File: src/sv/mdsp_pkg.sv
// Shared types, codes and helpers for the motor deadman supervisor poller.
package mdsp_pkg;

  localparam int AGE_W   = 10;
  localparam int REP_W   = 8;
  localparam int AXIS_W  = 16;
  localparam int VEL_W   = 16;
  localparam int GAIN_W  = 12;
  localparam int SUM_W   = 32;
  localparam int KIND_W  = 3;
  localparam int STEP_W  = 3;
  localparam int CFG_IDX_W  = 3;
  localparam int CFG_DATA_W = 12;
  localparam int PROD_W  = VEL_W + GAIN_W;
  localparam int DRIVE_SHIFT = 12;

  localparam logic [AGE_W-1:0]  AGE_MAX  = 10'd1023;
  localparam logic [REP_W-1:0]  REP_MAX  = 8'd255;
  localparam logic [STEP_W-1:0] STEP_LAST = 3'd4;

  // request types
  localparam logic [1:0] REQ_TICK  = 2'd0;
  localparam logic [1:0] REQ_JOY   = 2'd1;
  localparam logic [1:0] REQ_VEL   = 2'd2;
  localparam logic [1:0] REQ_REPLY = 2'd3;

  // serial reply kinds
  localparam logic [1:0] REPLY_OTHER = 2'd0;
  localparam logic [1:0] REPLY_FWID  = 2'd1;
  localparam logic [1:0] REPLY_ENC   = 2'd2;

  // emitted command kinds
  localparam logic [KIND_W-1:0] CMD_DRIVE     = 3'd0;
  localparam logic [KIND_W-1:0] CMD_CONFIGURE = 3'd5;

  // register indexes
  localparam logic [CFG_IDX_W-1:0] CFG_DEADMAN_MAX_REPEATS = 3'd0;
  localparam logic [CFG_IDX_W-1:0] CFG_CMD_MAX_AGE         = 3'd1;
  localparam logic [CFG_IDX_W-1:0] CFG_JOY_TIMEOUT         = 3'd2;
  localparam logic [CFG_IDX_W-1:0] CFG_LINK_TIMEOUT        = 3'd3;
  localparam logic [CFG_IDX_W-1:0] CFG_VELOCITY_GAIN       = 3'd4;

  typedef struct packed {
    logic [REP_W-1:0]  deadman_max_repeats;
    logic [AGE_W-1:0]  cmd_max_age;
    logic [AGE_W-1:0]  joy_timeout;
    logic [AGE_W-1:0]  link_timeout;
    logic [GAIN_W-1:0] velocity_gain;
  } cfg_t;

  // one pending result, classified by the front end
  typedef struct packed {
    logic [KIND_W-1:0]       kind;
    logic signed [VEL_W-1:0] vel;
    logic                    enc_valid;
    logic [SUM_W-1:0]        total;
  } job_t;

  function automatic logic [AGE_W-1:0] age_up(input logic [AGE_W-1:0] a);
    age_up = (a < AGE_MAX) ? a + 1'b1 : AGE_MAX;
  endfunction

endpackage

File: src/sv/mdsp_front.sv
// Front end: accepts events, keeps the supervisor state and classifies results.
module mdsp_front (
  input  logic                                clk,
  input  logic                                rst_n,
  input  mdsp_pkg::cfg_t                      cfg,
  input  logic                                in_valid,
  output logic                                in_ready,
  input  logic [1:0]                          in_req_type,
  input  logic                                in_deadman_button,
  input  logic signed [mdsp_pkg::AXIS_W-1:0]  in_axis_x,
  input  logic signed [mdsp_pkg::AXIS_W-1:0]  in_axis_y,
  input  logic signed [mdsp_pkg::AXIS_W-1:0]  in_axis_z,
  input  logic signed [mdsp_pkg::VEL_W-1:0]   in_velocity_cmd,
  input  logic [mdsp_pkg::AGE_W-1:0]          in_cmd_age_at_arrival,
  input  logic [1:0]                          in_reply_kind,
  input  logic signed [15:0]                  in_encoder_delta,
  output logic                                push_valid,
  input  logic                                push_ready,
  output mdsp_pkg::job_t                      push_job
);

  logic                                init_r, init_nxt;
  logic                                joy_seen_r, joy_seen_nxt;
  logic                                deadman_ok_r, deadman_ok_nxt;
  logic                                cmd_active_r, cmd_active_nxt;
  logic [mdsp_pkg::REP_W-1:0]          repeat_count_r, repeat_count_nxt;
  logic [mdsp_pkg::AXIS_W-1:0]         prev_x_r, prev_x_nxt;
  logic [mdsp_pkg::AXIS_W-1:0]         prev_y_r, prev_y_nxt;
  logic [mdsp_pkg::AXIS_W-1:0]         prev_z_r, prev_z_nxt;
  logic [mdsp_pkg::VEL_W-1:0]          held_vel_r, held_vel_nxt;
  logic [mdsp_pkg::AGE_W-1:0]          cmd_age_r, cmd_age_nxt;
  logic [mdsp_pkg::AGE_W-1:0]          joy_age_r, joy_age_nxt;
  logic [mdsp_pkg::AGE_W-1:0]          link_age_r, link_age_nxt;
  logic [mdsp_pkg::STEP_W-1:0]         poll_step_r, poll_step_nxt;
  logic [mdsp_pkg::SUM_W-1:0]          enc_sum_r, enc_sum_nxt;

  logic                                accept;
  logic                                emit;
  logic [mdsp_pkg::STEP_W-1:0]         step_inc;
  logic [mdsp_pkg::REP_W-1:0]          rep_cnt;
  logic signed [mdsp_pkg::VEL_W-1:0]   vel;

  assign in_ready = push_ready;
  assign accept   = in_valid && push_ready;
  assign push_valid = accept && emit;

  always_comb begin
    init_nxt         = init_r;
    joy_seen_nxt     = joy_seen_r;
    deadman_ok_nxt   = deadman_ok_r;
    cmd_active_nxt   = cmd_active_r;
    repeat_count_nxt = repeat_count_r;
    prev_x_nxt       = prev_x_r;
    prev_y_nxt       = prev_y_r;
    prev_z_nxt       = prev_z_r;
    held_vel_nxt     = held_vel_r;
    cmd_age_nxt      = cmd_age_r;
    joy_age_nxt      = joy_age_r;
    link_age_nxt     = link_age_r;
    poll_step_nxt    = poll_step_r;
    enc_sum_nxt      = enc_sum_r;
    emit             = 1'b0;
    step_inc         = poll_step_r + 1'b1;
    rep_cnt          = repeat_count_r;
    vel              = '0;
    push_job         = '0;

    case (in_req_type)
      mdsp_pkg::REQ_TICK: begin
        joy_age_nxt  = mdsp_pkg::age_up(joy_age_r);
        cmd_age_nxt  = mdsp_pkg::age_up(cmd_age_r);
        link_age_nxt = mdsp_pkg::age_up(link_age_r);
        if (init_r) begin
          emit = 1'b1;
          if (deadman_ok_r && cmd_active_r) begin
            if (joy_age_nxt > cfg.joy_timeout) begin
              deadman_ok_nxt = 1'b0;
            end else if (cmd_age_nxt > cfg.cmd_max_age) begin
              cmd_active_nxt = 1'b0;
            end else begin
              vel = held_vel_r;
            end
          end
          if (link_age_nxt > cfg.link_timeout) begin
            init_nxt = 1'b0;
          end
          if (poll_step_r inside {[3'd1:mdsp_pkg::STEP_LAST]}) begin
            push_job.kind = poll_step_r;
          end else begin
            push_job.kind = mdsp_pkg::CMD_DRIVE;
          end
          // drive value only on step zero; stray steps drive zero
          push_job.vel = (poll_step_r == '0) ? vel : '0;
          if (step_inc > mdsp_pkg::STEP_LAST) begin
            poll_step_nxt      = '0;
            push_job.enc_valid = 1'b1;
            push_job.total     = enc_sum_r;
          end else begin
            poll_step_nxt = step_inc;
          end
        end
      end
      mdsp_pkg::REQ_JOY: begin
        if (!joy_seen_r) begin
          joy_seen_nxt = 1'b1;
        end else begin
          deadman_ok_nxt = in_deadman_button;
          if (in_axis_x == prev_x_r && in_axis_y == prev_y_r && in_axis_z == prev_z_r) begin
            rep_cnt = (repeat_count_r < mdsp_pkg::REP_MAX) ? repeat_count_r + 1'b1
                                                            : mdsp_pkg::REP_MAX;
          end else begin
            rep_cnt = '0;
          end
          repeat_count_nxt = rep_cnt;
          if (rep_cnt > cfg.deadman_max_repeats) begin
            deadman_ok_nxt = 1'b0;
          end
        end
        prev_x_nxt  = in_axis_x;
        prev_y_nxt  = in_axis_y;
        prev_z_nxt  = in_axis_z;
        joy_age_nxt = '0;
      end
      mdsp_pkg::REQ_VEL: begin
        held_vel_nxt   = in_velocity_cmd;
        cmd_age_nxt    = in_cmd_age_at_arrival;
        cmd_active_nxt = 1'b1;
      end
      default: begin
        link_age_nxt = '0;
        case (in_reply_kind)
          mdsp_pkg::REPLY_FWID: begin
            init_nxt      = 1'b1;
            emit          = 1'b1;
            push_job.kind = mdsp_pkg::CMD_CONFIGURE;
          end
          mdsp_pkg::REPLY_ENC: begin
            enc_sum_nxt = enc_sum_r + {{(mdsp_pkg::SUM_W-16){in_encoder_delta[15]}},
                                       in_encoder_delta};
          end
          default: begin
          end
        endcase
      end
    endcase
  end

  always_ff @(posedge clk) begin
    if (!rst_n) begin
      init_r         <= 1'b0;
      joy_seen_r     <= 1'b0;
      deadman_ok_r   <= 1'b0;
      cmd_active_r   <= 1'b0;
      repeat_count_r <= '0;
      prev_x_r       <= '0;
      prev_y_r       <= '0;
      prev_z_r       <= '0;
      held_vel_r     <= '0;
      cmd_age_r      <= '0;
      joy_age_r      <= '0;
      link_age_r     <= '0;
      poll_step_r    <= '0;
      enc_sum_r      <= '0;
    end else if (accept) begin
      init_r         <= init_nxt;
      joy_seen_r     <= joy_seen_nxt;
      deadman_ok_r   <= deadman_ok_nxt;
      cmd_active_r   <= cmd_active_nxt;
      repeat_count_r <= repeat_count_nxt;
      prev_x_r       <= prev_x_nxt;
      prev_y_r       <= prev_y_nxt;
      prev_z_r       <= prev_z_nxt;
      held_vel_r     <= held_vel_nxt;
      cmd_age_r      <= cmd_age_nxt;
      joy_age_r      <= joy_age_nxt;
      link_age_r     <= link_age_nxt;
      poll_step_r    <= poll_step_nxt;
      enc_sum_r      <= enc_sum_nxt;
    end
  end

endmodule

File: src/sv/mdsp_queue.sv
// Small register queue of classified results between front and back end.
module mdsp_queue #(
  parameter int DEPTH = 4
) (
  input  logic           clk,
  input  logic           rst_n,
  input  logic           push_valid,
  output logic           push_ready,
  input  mdsp_pkg::job_t push_job,
  output logic           pop_valid,
  input  logic           pop_ready,
  output mdsp_pkg::job_t pop_job
);

  localparam int PTR_W = (DEPTH > 1) ? $clog2(DEPTH) : 1;
  localparam int CNT_W = $clog2(DEPTH + 1);

  mdsp_pkg::job_t   mem_r [DEPTH];
  logic [PTR_W-1:0] wr_ptr_r, wr_ptr_nxt;
  logic [PTR_W-1:0] rd_ptr_r, rd_ptr_nxt;
  logic [CNT_W-1:0] count_r, count_nxt;
  logic             do_push, do_pop;

  assign push_ready = (count_r != CNT_W'(DEPTH));
  assign pop_valid  = (count_r != '0);
  assign pop_job    = mem_r[rd_ptr_r];
  assign do_push    = push_valid && push_ready;
  assign do_pop     = pop_valid && pop_ready;

  always_comb begin
    wr_ptr_nxt = wr_ptr_r;
    rd_ptr_nxt = rd_ptr_r;
    count_nxt  = count_r;
    if (do_push) begin
      wr_ptr_nxt = (wr_ptr_r == PTR_W'(DEPTH - 1)) ? '0 : wr_ptr_r + 1'b1;
    end
    if (do_pop) begin
      rd_ptr_nxt = (rd_ptr_r == PTR_W'(DEPTH - 1)) ? '0 : rd_ptr_r + 1'b1;
    end
    case ({do_push, do_pop})
      2'b10:   count_nxt = count_r + 1'b1;
      2'b01:   count_nxt = count_r - 1'b1;
      default: count_nxt = count_r;
    endcase
  end

  always_ff @(posedge clk) begin
    if (!rst_n) begin
      wr_ptr_r <= '0;
      rd_ptr_r <= '0;
      count_r  <= '0;
    end else begin
      wr_ptr_r <= wr_ptr_nxt;
      rd_ptr_r <= rd_ptr_nxt;
      count_r  <= count_nxt;
    end
  end

  always_ff @(posedge clk) begin
    if (do_push) begin
      mem_r[wr_ptr_r] <= push_job;
    end
  end

endmodule

File: src/sv/mdsp_back.sv
// Back end: scales the drive value through a multiply stage and holds the result.
module mdsp_back (
  input  logic                                clk,
  input  logic                                rst_n,
  input  logic [mdsp_pkg::GAIN_W-1:0]         velocity_gain,
  input  logic                                job_valid,
  output logic                                job_ready,
  input  mdsp_pkg::job_t                      job,
  output logic                                out_valid,
  input  logic                                out_ready,
  output logic [mdsp_pkg::KIND_W-1:0]         out_cmd_kind,
  output logic signed [15:0]                  out_drive_value,
  output logic                                out_encoder_valid,
  output logic signed [mdsp_pkg::SUM_W-1:0]   out_encoder_total
);

  logic                                s1_valid_r;
  logic [mdsp_pkg::PROD_W-1:0]         s1_prod_r;
  logic                                s1_neg_r;
  logic [mdsp_pkg::KIND_W-1:0]         s1_kind_r;
  logic                                s1_ev_r;
  logic [mdsp_pkg::SUM_W-1:0]          s1_total_r;

  logic                                out_valid_r;
  logic [mdsp_pkg::KIND_W-1:0]         out_kind_r;
  logic [15:0]                         out_drive_r;
  logic                                out_ev_r;
  logic [mdsp_pkg::SUM_W-1:0]          out_total_r;

  logic                                out_load, s1_free, take;
  logic [mdsp_pkg::VEL_W-1:0]          mag;
  logic [15:0]                         quot;
  logic [15:0]                         drive_nxt;

  assign out_load  = !out_valid_r || out_ready;
  assign s1_free   = !s1_valid_r || out_load;
  assign job_ready = s1_free;
  assign take      = job_valid && s1_free;

  // magnitude of -32768 fits as unsigned 0x8000
  assign mag       = job.vel[mdsp_pkg::VEL_W-1] ? (~job.vel + 1'b1) : job.vel;
  assign quot      = s1_prod_r[mdsp_pkg::DRIVE_SHIFT +: 16];
  assign drive_nxt = s1_neg_r ? (~quot + 1'b1) : quot;

  always_ff @(posedge clk) begin
    if (!rst_n) begin
      s1_valid_r  <= 1'b0;
      out_valid_r <= 1'b0;
    end else begin
      if (s1_free) begin
        s1_valid_r <= job_valid;
      end
      if (out_load) begin
        out_valid_r <= s1_valid_r;
      end
    end
  end

  always_ff @(posedge clk) begin
    if (take) begin
      s1_prod_r  <= mag * velocity_gain;
      s1_neg_r   <= job.vel[mdsp_pkg::VEL_W-1];
      s1_kind_r  <= job.kind;
      s1_ev_r    <= job.enc_valid;
      s1_total_r <= job.total;
    end
    if (out_load && s1_valid_r) begin
      out_kind_r  <= s1_kind_r;
      out_drive_r <= drive_nxt;
      out_ev_r    <= s1_ev_r;
      out_total_r <= s1_total_r;
    end
  end

  assign out_valid         = out_valid_r;
  assign out_cmd_kind      = out_kind_r;
  assign out_drive_value   = out_drive_r;
  assign out_encoder_valid = out_ev_r;
  assign out_encoder_total = out_total_r;

endmodule

File: src/sv/motor_deadman_supervisor_poller_unit.sv
// Top level of the motor deadman supervisor poller: registers, front, queue and back end.
//
//   channel  direction  handshake              payload
//   in_      input      in_valid / in_ready    event type and event fields
//   out_     output     out_valid / out_ready  command kind, drive, encoder report
//   cfg_     input      cfg_valid / cfg_ready  register index, write data
//
// One event is accepted per cycle; the front end updates all supervisor state in the
// cycle it accepts the event. A result passes through the queue and the gain multiplier
// stage, then sits in the output register until taken. Synchronous active-low reset
// clears supervisor, queue and pipeline control state, but not stored payloads, and
// loads the register defaults. Input stalls only when the result queue is full;
// cfg_ready is always high.
module motor_deadman_supervisor_poller_unit #(
  parameter int QUEUE_DEPTH = 4
) (
  input  logic                                clk,
  input  logic                                rst_n,
  input  logic                                in_valid,
  output logic                                in_ready,
  input  logic [1:0]                          in_req_type,
  input  logic                                in_deadman_button,
  input  logic signed [15:0]                  in_axis_x,
  input  logic signed [15:0]                  in_axis_y,
  input  logic signed [15:0]                  in_axis_z,
  input  logic signed [15:0]                  in_velocity_cmd,
  input  logic [9:0]                          in_cmd_age_at_arrival,
  input  logic [1:0]                          in_reply_kind,
  input  logic signed [15:0]                  in_encoder_delta,
  output logic                                out_valid,
  input  logic                                out_ready,
  output logic [2:0]                          out_cmd_kind,
  output logic signed [15:0]                  out_drive_value,
  output logic                                out_encoder_valid,
  output logic signed [31:0]                  out_encoder_total,
  input  logic                                cfg_valid,
  output logic                                cfg_ready,
  input  logic [mdsp_pkg::CFG_IDX_W-1:0]      cfg_index,
  input  logic [mdsp_pkg::CFG_DATA_W-1:0]     cfg_data
);

  mdsp_pkg::cfg_t cfg_r;
  mdsp_pkg::job_t push_job, pop_job;
  logic           push_valid, push_ready, pop_valid, pop_ready;

  assign cfg_ready = 1'b1;

  always_ff @(posedge clk) begin
    if (!rst_n) begin
      cfg_r.deadman_max_repeats <= 8'd30;
      cfg_r.cmd_max_age         <= 10'd10;
      cfg_r.joy_timeout         <= 10'd20;
      cfg_r.link_timeout        <= 10'd100;
      cfg_r.velocity_gain       <= 12'd500;
    end else if (cfg_valid) begin
      case (cfg_index)
        mdsp_pkg::CFG_DEADMAN_MAX_REPEATS: cfg_r.deadman_max_repeats <= cfg_data[7:0];
        mdsp_pkg::CFG_CMD_MAX_AGE:         cfg_r.cmd_max_age         <= cfg_data[9:0];
        mdsp_pkg::CFG_JOY_TIMEOUT:         cfg_r.joy_timeout         <= cfg_data[9:0];
        mdsp_pkg::CFG_LINK_TIMEOUT:        cfg_r.link_timeout        <= cfg_data[9:0];
        mdsp_pkg::CFG_VELOCITY_GAIN:       cfg_r.velocity_gain       <= cfg_data[11:0];
        default: begin
        end
      endcase
    end
  end

  mdsp_front u_front (
    .clk                   (clk),
    .rst_n                 (rst_n),
    .cfg                   (cfg_r),
    .in_valid              (in_valid),
    .in_ready              (in_ready),
    .in_req_type           (in_req_type),
    .in_deadman_button     (in_deadman_button),
    .in_axis_x             (in_axis_x),
    .in_axis_y             (in_axis_y),
    .in_axis_z             (in_axis_z),
    .in_velocity_cmd       (in_velocity_cmd),
    .in_cmd_age_at_arrival (in_cmd_age_at_arrival),
    .in_reply_kind         (in_reply_kind),
    .in_encoder_delta      (in_encoder_delta),
    .push_valid            (push_valid),
    .push_ready            (push_ready),
    .push_job              (push_job)
  );

  mdsp_queue #(
    .DEPTH (QUEUE_DEPTH)
  ) u_queue (
    .clk        (clk),
    .rst_n      (rst_n),
    .push_valid (push_valid),
    .push_ready (push_ready),
    .push_job   (push_job),
    .pop_valid  (pop_valid),
    .pop_ready  (pop_ready),
    .pop_job    (pop_job)
  );

  mdsp_back u_back (
    .clk               (clk),
    .rst_n             (rst_n),
    .velocity_gain     (cfg_r.velocity_gain),
    .job_valid         (pop_valid),
    .job_ready         (pop_ready),
    .job               (pop_job),
    .out_valid         (out_valid),
    .out_ready         (out_ready),
    .out_cmd_kind      (out_cmd_kind),
    .out_drive_value   (out_drive_value),
    .out_encoder_valid (out_encoder_valid),
    .out_encoder_total (out_encoder_total)
  );

endmodule
File: config.mk
export PLATFORM = sky130hd
export DESIGN_NAME = motor_deadman_supervisor_poller_unit
export DESIGN_NICKNAME = d
export VERILOG_FILES = /design/src/sv/mdsp_pkg.sv /design/src/sv/mdsp_front.sv /design/src/sv/mdsp_queue.sv /design/src/sv/mdsp_back.sv /design/src/sv/motor_deadman_supervisor_poller_unit.sv
export SDC_FILE = /design/constraint.sdc
export NUM_CORES = 1
export LEC_CHECK = 0
export BUFFER_PORTS_ARGS = -buffer_cell sky130_fd_sc_hd__buf_2
export CORE_MARGIN = 2
export CORE_UTILIZATION = 47
export CTS_CLUSTER_DIAMETER = 100
export DETAILED_ROUTE_END_ITERATION = 10
export HOLD_SLACK_MARGIN = 0.15
export MAX_ROUTING_LAYER = met4
export SLEW_MARGIN = 30
export SYNTH_ARGS = -nofsm -noshare
export SYNTH_HDL_FRONTEND = slang
export SYNTH_SLANG_ARGS = --single-unit
File: constraint.sdc
create_clock -name clk -period 10.45 [get_ports clk]
set_input_delay 1.5675 -clock clk [delete_from_list [all_inputs] [get_ports clk]]
set_output_delay 1.5675 -clock clk [all_outputs]
set_load 0.05 [all_outputs]
* Yosys cells after proc, flatten, opt, wreduce, memory -nomap -nowiden *
Memory sizes are Yosys's and may differ from the RTL's. A register that Yosys moved wholly into a read port is not among the register bits.
Index checks and enable logic that the tools add are counted.

word-level totals
  bits in registers = 317
  bits in writable memories = 208
  bits of input ports = 115
  output and inout bits = 55
  memories = 1

memory list
  name           depth  bits a word  rd ports  clocked after Yosys merged registers in  wr ports  RTL line          RTL
  u_queue.mem_r  4      52           1         1                                        1         mdsp_queue.sv:18  mdsp_pkg::job_t mem_r [DEPTH];

operators by class
  add/subtract/negate cells = 12
  multiply operators = 1
  $lt $le $gt $ge = 11
  equal/unequal tests = 22
  mux-type cells = 48
  bitwise gates (word level) = 4
  reduce and logical (&&, ||, !) cells = 39

operators with widths
  operator                 count
  $mux W16                 6
  $pmux W10 S2             3
  $mux W52                 1
  $mux W49                 1
  $eq A16 B16 Y1           3
  $mux W33                 1
  $add A16 B1 Y16 const B  2
  $add A32 B32 Y32         1
  $mux W8                  4
  $not A16 Y16             2
  $add A10 B1 Y10 const B  3
  $gt A10 B10 Y1           3
  $lt A10 B10 Y1 const B   3
  $mux W10                 3
  $mul A16 B12 Y28         1
  $reduce_and A2 Y1        10
  $mux W1                  16
  $pmux W3 S2              2
  $reduce_and A3 Y1        4
  $reduce_and A6 Y1        2
  $eq A2 B2 Y1 const B     5
  $ne A2 B1 Y1 const B     5
  $logic_and A1 B1 Y1      9
  $mux W3                  3
  26 further kinds         44

* Depth between registers and ports, before layout *
Gate-level depths: netlist of run 1.

  depth after elaboration = 10
  mapped depth = 31

* Modules after synthesis *
A second synthesis of run 1 with hierarchy kept.

second synthesis, totals
  cells, all modules = 2714
  area total of the unflattened synthesis = 29593.4 sq um

by module, submodules not included
  module                                times used  cells each  area an instance (sq um)  sequential area each (sq um)
  mdsp_back                             1           919         9875.7                    3193.1
  mdsp_front                            1           1274        9750.6                    2822.7
  mdsp_queue                            1           328         7987.7                    6426.2
  motor_deadman_supervisor_poller_unit  1           193         1979.4                    1001.0

* Worst setup path before layout of run 1 *
OpenSTA, ideal clock, no wires.

  path kind = register to register
  start = register with a tool-made name
  end = register u_back.s1_prod_r[27] (netlist name), data pin
  setup time = 0.262 ns
  arrival time = 7.235 ns
  data required time = 10.188 ns
  slack = 2.953 ns
  cell stages (with the launch flop) = 28
  path buffers = 3
  clock period less this slack = 7.497 ns
  path through = dfxtp_1 clkbuf_1 clkbuf_1 mux4_2 or4_4 nor4_2 nand2b_1 xnor2_1 clkbuf_1 nand2_1 fa_1 fa_1 inv_1 fa_1 fa_1 inv_1 fa_1 inv_1 ha_1 a21oi_1 nor2b_1 or4_1 o21ai_4 nor2_2 or2_1 a21o_1 a311oi_2 xnor2_1

RTL lines
  item                  RTL line         RTL
  end signal, assigned  mdsp_back.sv:61  s1_prod_r <= mag * velocity_gain;
  end, declared         mdsp_back.sv:18  logic [mdsp_pkg::PROD_W-1:0] s1_prod_r;

==> results.md, run 1 <==
* Register bit total from synthesis at roughly 500
* Internal reg-to-reg setup slack at 2.50 ns
* Max_slew headroom at 0.405
* Core Footprint at 60100 um2
* Final hold viol count at 0
* Worst path bufs/invs at 6
* GRT overflow at 0
* Final setup viols at 0
* Clock Latency Late Sink at about 0.62 ns
* Setup_tns at 0 ns
* Drt first pass iters at 5
* Die area at 62600 um2
* Critical Path Max Stage Delay at about 0.81 ns
* Syn avg cell area at 10.8 um2
* Top Ports at 170
* Reg clk slew, reported paths at 0.06 ns
* Post-route ant nets at 0
* Min-Delay Path Class: flip-flop to flip-flop
* Netlist cell types at 72
* Inserted Clock Buffers at 55
* Die width at 250 um
* Synth Instances at ~2600
* First-pass GRT wire length at 102000 um
* Max-cap violations at 0
* DRT iter0 DRCs at 1086
* Post-synth ARST share at 0
* Post-DR wirelength/cell at between 15 and 20 um
* Drt total wl at around 62000 um
* DP HPWL at 43800 um
* Postcts setup bufs at 0
* Layout cells sized above 1 at 0.130
* Initial Util at 0.473
* EDFF count, synth at 313
* Number of remaining DRC errors at 0
* Hold Crit Start: u_back.s1_total_r[6]$_DFFE_PP_
* Synth Flop Type: edfxtp_1
* Commonest non-fill, non-tap cell in the layout: nand2_1
* Row cnt at 90
* Sequential element share of the synthesized area at 0.472
* Seq. cell area at 13400 um2
* WP data required at 10.78 ns
* Aggregate global-route resource usage at 0.207
* Peak Freq at 126 MHz
* Number of port buffers at 168
* Vias in the first global route at 19799
* Initial antenna violation count at 14
* CTS tree: built
* Routability congestion estimate at 0.866
* Via count at 19201
* Worst Hold End: u_back.out_encoder_total[6]$_DFFE_PP_
* Synth warn at 0
* Fillers at 5353
* Multi-input gate area at 13800 um2
* Final Non-Filler Cells at 3619
* Most frequent cells in the layout: nand2_1, edfxtp_1, inv_1, a21oi_1, dfxtp_1
* Clock sinks at 515
* Status: complete, no violations
* Slowest cell on the critical path: dfxtp_2
* Crit path DAT at 8.27 ns
* WHS Path Cells at 0
* Crit Path Class: flip-flop to flip-flop
* Slew at the pin closest to its max-slew limit at 0.893 ns
* Nets@finish at around 3200
* Resized Gates After CTS at 0
* RSZ-0062 raised after global routing: no
* Delay-heaviest family, CP: adder cells
* Die height at around 250 um
* Worst setup EP type: flip-flop
* Placed insts at 3501
* Clock skew at 0.0517 ns
* Final Slew Violations at 0
* Hold buffers post-CTS at 0
* Syn Std Cell Area at 28500 um2
* Period minus WS final at between 7 and 8 ns
* CTS root buf: clkbuf_16
* Pin count of the biggest net entering global routing at 97
* Htree depth at 2
* Clock tree buffer depth at 3
* Vias per cell at 5.31
* Area delta synth->final at 12.4%
* Reg2Reg Capture Point: u_back.s1_prod_r[27]$_DFFE_PP_
* CP Max Fanout at 28
* Mapped Nets at 3048
* R2r worst-path depth at 28
* Period utilization at 0.760
* Crit start category: flip-flop
## synthesized netlist by cell type (4+ instances only)
library cell  instances  area share
a211o_1               4      0.0012
a211oi_1             16      0.0042
a21o_1               11      0.0029
a21oi_1             206       0.036
a22oi_1              20      0.0053
a31oi_1               6      0.0013
and2_1              134       0.029
and3_1               22      0.0048
and4_1                6      0.0018
buf_1                14      0.0018
clkbuf_1             91       0.012
dfxtp_1             202        0.14
edfxtp_1            313        0.33
fa_1                141       0.099
ha_1                153       0.067
inv_1               245       0.032
mux2i_1              21      0.0074
mux4_2               52       0.041
nand2_1             452       0.060
nand2b_1             14      0.0031
nand3_1              42      0.0074
nand4_1              14      0.0031
nor2_1              109       0.014
nor2b_1              15      0.0033
nor3_1               22      0.0039
nor3b_1               4      0.0011
nor4_1               16      0.0035
o211ai_1             20      0.0053
o21a_1                9      0.0024
o21ai_0              50      0.0088
o21bai_1              4      0.0011
o22ai_1               6      0.0013
o31ai_1               9      0.0024
or2_2                 5      0.0011
or3_1                 9      0.0020
or4_1                 6      0.0016
xnor2_1              57       0.018
xor2_1               71       0.022
## metrics by stage
| stage | utilization | instance area (um2) | worst slack, ns | hold WS, ns |
|---|---|---|---|---|
| 6_report | 0.532 | 32000 | 2.50 | 0.415 |
| 5_1_grt | 0.532 | 32000 | 2.02 | 0.421 |
| 3_3_place_gp | 0.500 | 30100 | 2.48 | 0.401 |
| 4_1_cts | 0.530 | 31900 | 2.27 | 0.419 |
| 2_1_floorplan | - | 28500 | 2.95 | 0.400 |
| 3_5_place_dp | 0.500 | 30100 | 2.33 | 0.405 |
## per-layer routing
metal,up-vias,GRT usage,share of wire
li1,9314,-,-
met1,9376,0.265,0.44
met2,430,0.336,0.47
met3,81,0.0461,0.064
met4,0,0.0501,0.018
met5,-,-,0
## cell families (layout without fill, tap and decap cells)
family / count (synthesis) / after routing / share of synthesized area
DFF: 515 / 515 / 0.472
buffers and inverters: 358 / 542 / 0.0480
adders and majority gates: 294 / 294 / 0.166
xor gates and xnor gates: 128 / 128 / 0.0394
other: 1 / 15 / 0.000132
and+or+nand+nor: 884 / 884 / 0.145
muxes: 75 / 75 / 0.0494
AOI/OAI and AO/OA: 384 / 384 / 0.0798
## worst max-delay path by stage
stage / cells after the start / slack, ns / to / start
global placement: 24 / 2.48 / u_back.s1_prod_r[27]$_DFFE_PP_ / flip-flop
finish: 28 / 2.50 / u_back.s1_prod_r[27]$_DFFE_PP_ / flip-flop
floorplan: 27 / 2.95 / u_back.s1_prod_r[27]$_DFFE_PP_ / flip-flop
CTS: 24 / 2.27 / u_back.s1_prod_r[27]$_DFFE_PP_ / flip-flop
global route: 28 / 2.02 / u_back.s1_prod_r[27]$_DFFE_PP_ / flip-flop
detailed placement: 24 / 2.33 / u_back.s1_prod_r[27]$_DFFE_PP_ / flip-flop
## state kept, by name (all words and copies together), names as in the netlist, 10 cells and up, named ones only
register and cells:
u_front.enc_sum_r 32, u_queue.mem_r 208, cfg_r 50, u_back.s1_prod_r 16
u_front.prev_x_r 16, u_front.prev_y_r 16, u_back.out_encoder_total 32, u_front.link_age_r 10
u_front.cmd_age_r 10, u_front.held_vel_r 16, u_back.s1_total_r 32, u_front.joy_age_r 10
u_front.prev_z_r 16, u_back.out_drive_value 16
## worst reg2reg max path, delay by kind of cell (launching register included)
kind	cells	cell delay [ns]
buffers and inverters	6	0.54
DFF	1	0.81
muxes	1	0.56
adders and majority gates	7	3.06
and+or+nand+nor	7	1.44
AOI/OAI and AO/OA	5	1.00
xor gates and xnor gates	2	0.25
## layout make-up
class                   instances  area share
diodes                         14     0.00110
clock buffers                  77      0.0486
clock inverters                26     0.00755
inverters                     247      0.0291
multi-input cells            1766       0.430
flip-flops and latches        515       0.420
well taps                     782      0.0306
repair buffers                192      0.0327
Power of run 1 is left out: the tool's default activity adds up to more than one toggle a clock period on the data nets, which glitch-free logic cannot reach.
==> inputs of run 2 (changes only) <==
- clock period: 10.45 -> 8.25 ns (I/O delays scaled with it)
==> results.md, run 2 (synthesis results as in run 1) <==
* Status: complete, no violations
* Seq. cell area at 13400 um2 (unchanged)
* CP Cell Sequence: mux4_2, or4_4, nor4_2, nand2b_1, xnor2_1, nand2_1, fa_1, fa_1, inv_1, fa_1, fa_1, inv_1, fa_1, inv_1, ha_1, a21oi_1, nor2b_1, or4_1, o21ai_4, nor2_2, or2_1, a21o_1, a311oi_2, xnor2_1
* Period minus WS final at 7.61 ns (-0.338 ns)
* Clock sinks at 515 (unchanged)
* Flip-flop count of the largest register after layout at 208 (unchanged)
* Placed insts at 3513 (+0.34%)
* Crit start category: flip-flop
* Reg clk slew, reported paths at 0.06 ns (about the same)
* Crit path DAT at 7.97 ns (-0.30 ns)
* Worst setup EP type: flip-flop
* Layout cells sized above 1 at 0.125 (-0.00509)
* CTS tree: built
* Min-Delay Path Class: flip-flop to flip-flop
* Top Ports at 170 (unchanged)
* Fillers at 5332 (-0.39%)
* Pin count of the biggest net entering global routing at 65 (-33%)
* Via count at 19299 (+0.51%)
* Commonest non-fill, non-tap cell in the layout: nand2_1
* Max-cap violations at 0 (unchanged)
* WP data required at 8.61 ns (-2.17 ns)
* Period utilization at 0.922 (+0.162)
* Number of port buffers at 168 (unchanged)
* Row cnt at 90 (unchanged)
* Multi-input gate area at 13700 um2 (-0.33%)
* Vias per cell at 5.33 (+0.48%)
* Final Slew Violations at 0 (unchanged)
* Internal reg-to-reg setup slack at 0.64 ns (-1.86 ns)
* Max_slew headroom at 0.412 (+0.00724)
* Aggregate global-route resource usage at 0.210 (+0.00336)
* Clock tree buffer depth at 3 (unchanged)
* Final Non-Filler Cells at 3620 (+0.028%)
* Htree depth at 2 (unchanged)
* Number of remaining DRC errors at 0 (unchanged)
* Post-Route Utilization at 0.529 (-0.00268)
* Routability congestion estimate at 0.902 (+4.1%)
* Core Footprint at 60100 um2 (unchanged)
* Crit Path Class: flip-flop to flip-flop
* Postcts setup bufs at 0 (unchanged)
* Largest registers: u_queue.mem_r: 208 flops, cfg_r: 50 flops
* Die area at 62600 um2 (unchanged)
* Final hold viol count at 0 (unchanged)
* RSZ-0062 raised after global routing: no
* Hold buffers post-CTS at 0 (unchanged)
* Drt total wl at 63200 um (+1.8%)
* Most frequent cells in the layout: nand2_1, edfxtp_1, inv_1, a21oi_1, dfxtp_1
* First-pass GRT wire length at 103000 um (+1.2%)
* Final setup viols at 0 (unchanged)
* Drt first pass iters at 5 (unchanged)
* CP Max Fanout at 11 (-61%)
* Vias in the first global route at 19842 (+0.22%)
* DRT iter0 DRCs at 1158 (+6.6%)
* Final instance area at 31800 um2 (-0.50%)
* Clock skew at 0.0507 ns (-0.00108 ns)
* Setup_tns at 0 ns (unchanged)
* CTS root buf: clkbuf_16
* Die height at 250 um (unchanged)
* Nets@finish at 3196 (+0.31%)
* Clock Latency Late Sink at 0.62 ns (about the same)
* Post-route ant nets at 0 (unchanged)
* GRT overflow at 0 (unchanged)
* Post-DR wirelength/cell at 17.5 um (+1.8%)
* Resized Gates After CTS at 0 (unchanged)
* Critical Path Max Stage Delay at 0.59 ns (-0.22 ns)
* Most flop-heavy register: u_queue.mem_r
* Initial Util at 0.473 (unchanged)
* Slowest cell on the critical path: mux4_2
* Inserted Clock Buffers at 54 (-1.8%)
* Post-Place Cell Area at 30200 um2 (+0.25%)
* Initial antenna violation count at 12 (-2)
* DP HPWL at 44800 um (+2.2%)
* Die width at 250 um (unchanged)
* Slew at the pin closest to its max-slew limit at 0.882 ns (-0.0109 ns)
* Area delta synth->final at 11.8%
* Most frequent CP cell: fa_1
* Peak Freq at 131 MHz (+4.4%)
-- run 2: cell count changes in the layout (fill, tap and decap cells not counted), sizes merged --
cell	before	now
inv	251	247
clkinvlp	3	2
clkbuf	77	74
clkinv	17	18
diode	14	12
bufinv	2	1
buf	192	203
-- run 2: layout make-up --
type                    count  share of cell area
well taps                 782              0.0307
diodes                     12            0.000943
inverters                 247              0.0292
clock inverters            21             0.00566
clock buffers              74              0.0454
multi-input cells        1766               0.431
repair buffers            203              0.0347
flip-flops and latches    515               0.423
-- run 2: worst max-delay path, delay by kind of cell (launching register included) --
family / cells / cell delay (ns)
flops: 1 / 0.47
buf+inv: 3 / 0.14
simple gates: 8 / 2.09
xor+xnor: 2 / 0.41
mux: 1 / 0.59
fa+ha+maj: 6 / 2.90
compound gates: 4 / 0.80
-- run 2: path summary, 6_finish.rpt --
check / endpoint / from / cells after the start
setup / recovery: u_back.s1_prod_r[27]$_DFFE_PP_ / flip-flop / 24
hold / removal: u_back.out_encoder_total[8]$_DFFE_PP_ / u_back.s1_total_r[8]$_DFFE_PP_ / 0
hold reg to reg: u_back.out_encoder_total[8]$_DFFE_PP_ / u_back.s1_total_r[8]$_DFFE_PP_ / 0
setup reg to reg: u_back.s1_prod_r[27]$_DFFE_PP_ / flip-flop / 24
-- run 2: through the flow --
stage	hold WS, ns	worst slack, ns
final	0.418	0.642
after floorplan	0.400	0.753
after detailed placement	0.405	0.516
after CTS	0.419	0.559
after global placement	0.401	0.661
after global routing	0.421	0.0899
-- run 2: per-layer routing --
layer / GRT usage / up-vias / part of all wire
met5: - / - / 0
met4: 0.0530 / 0 / 0.021
met3: 0.0413 / 94 / 0.053
met2: 0.345 / 446 / 0.48
met1: 0.269 / 9425 / 0.45
li1: - / 9334 / -
Power of run 2 is left out for the same reason.
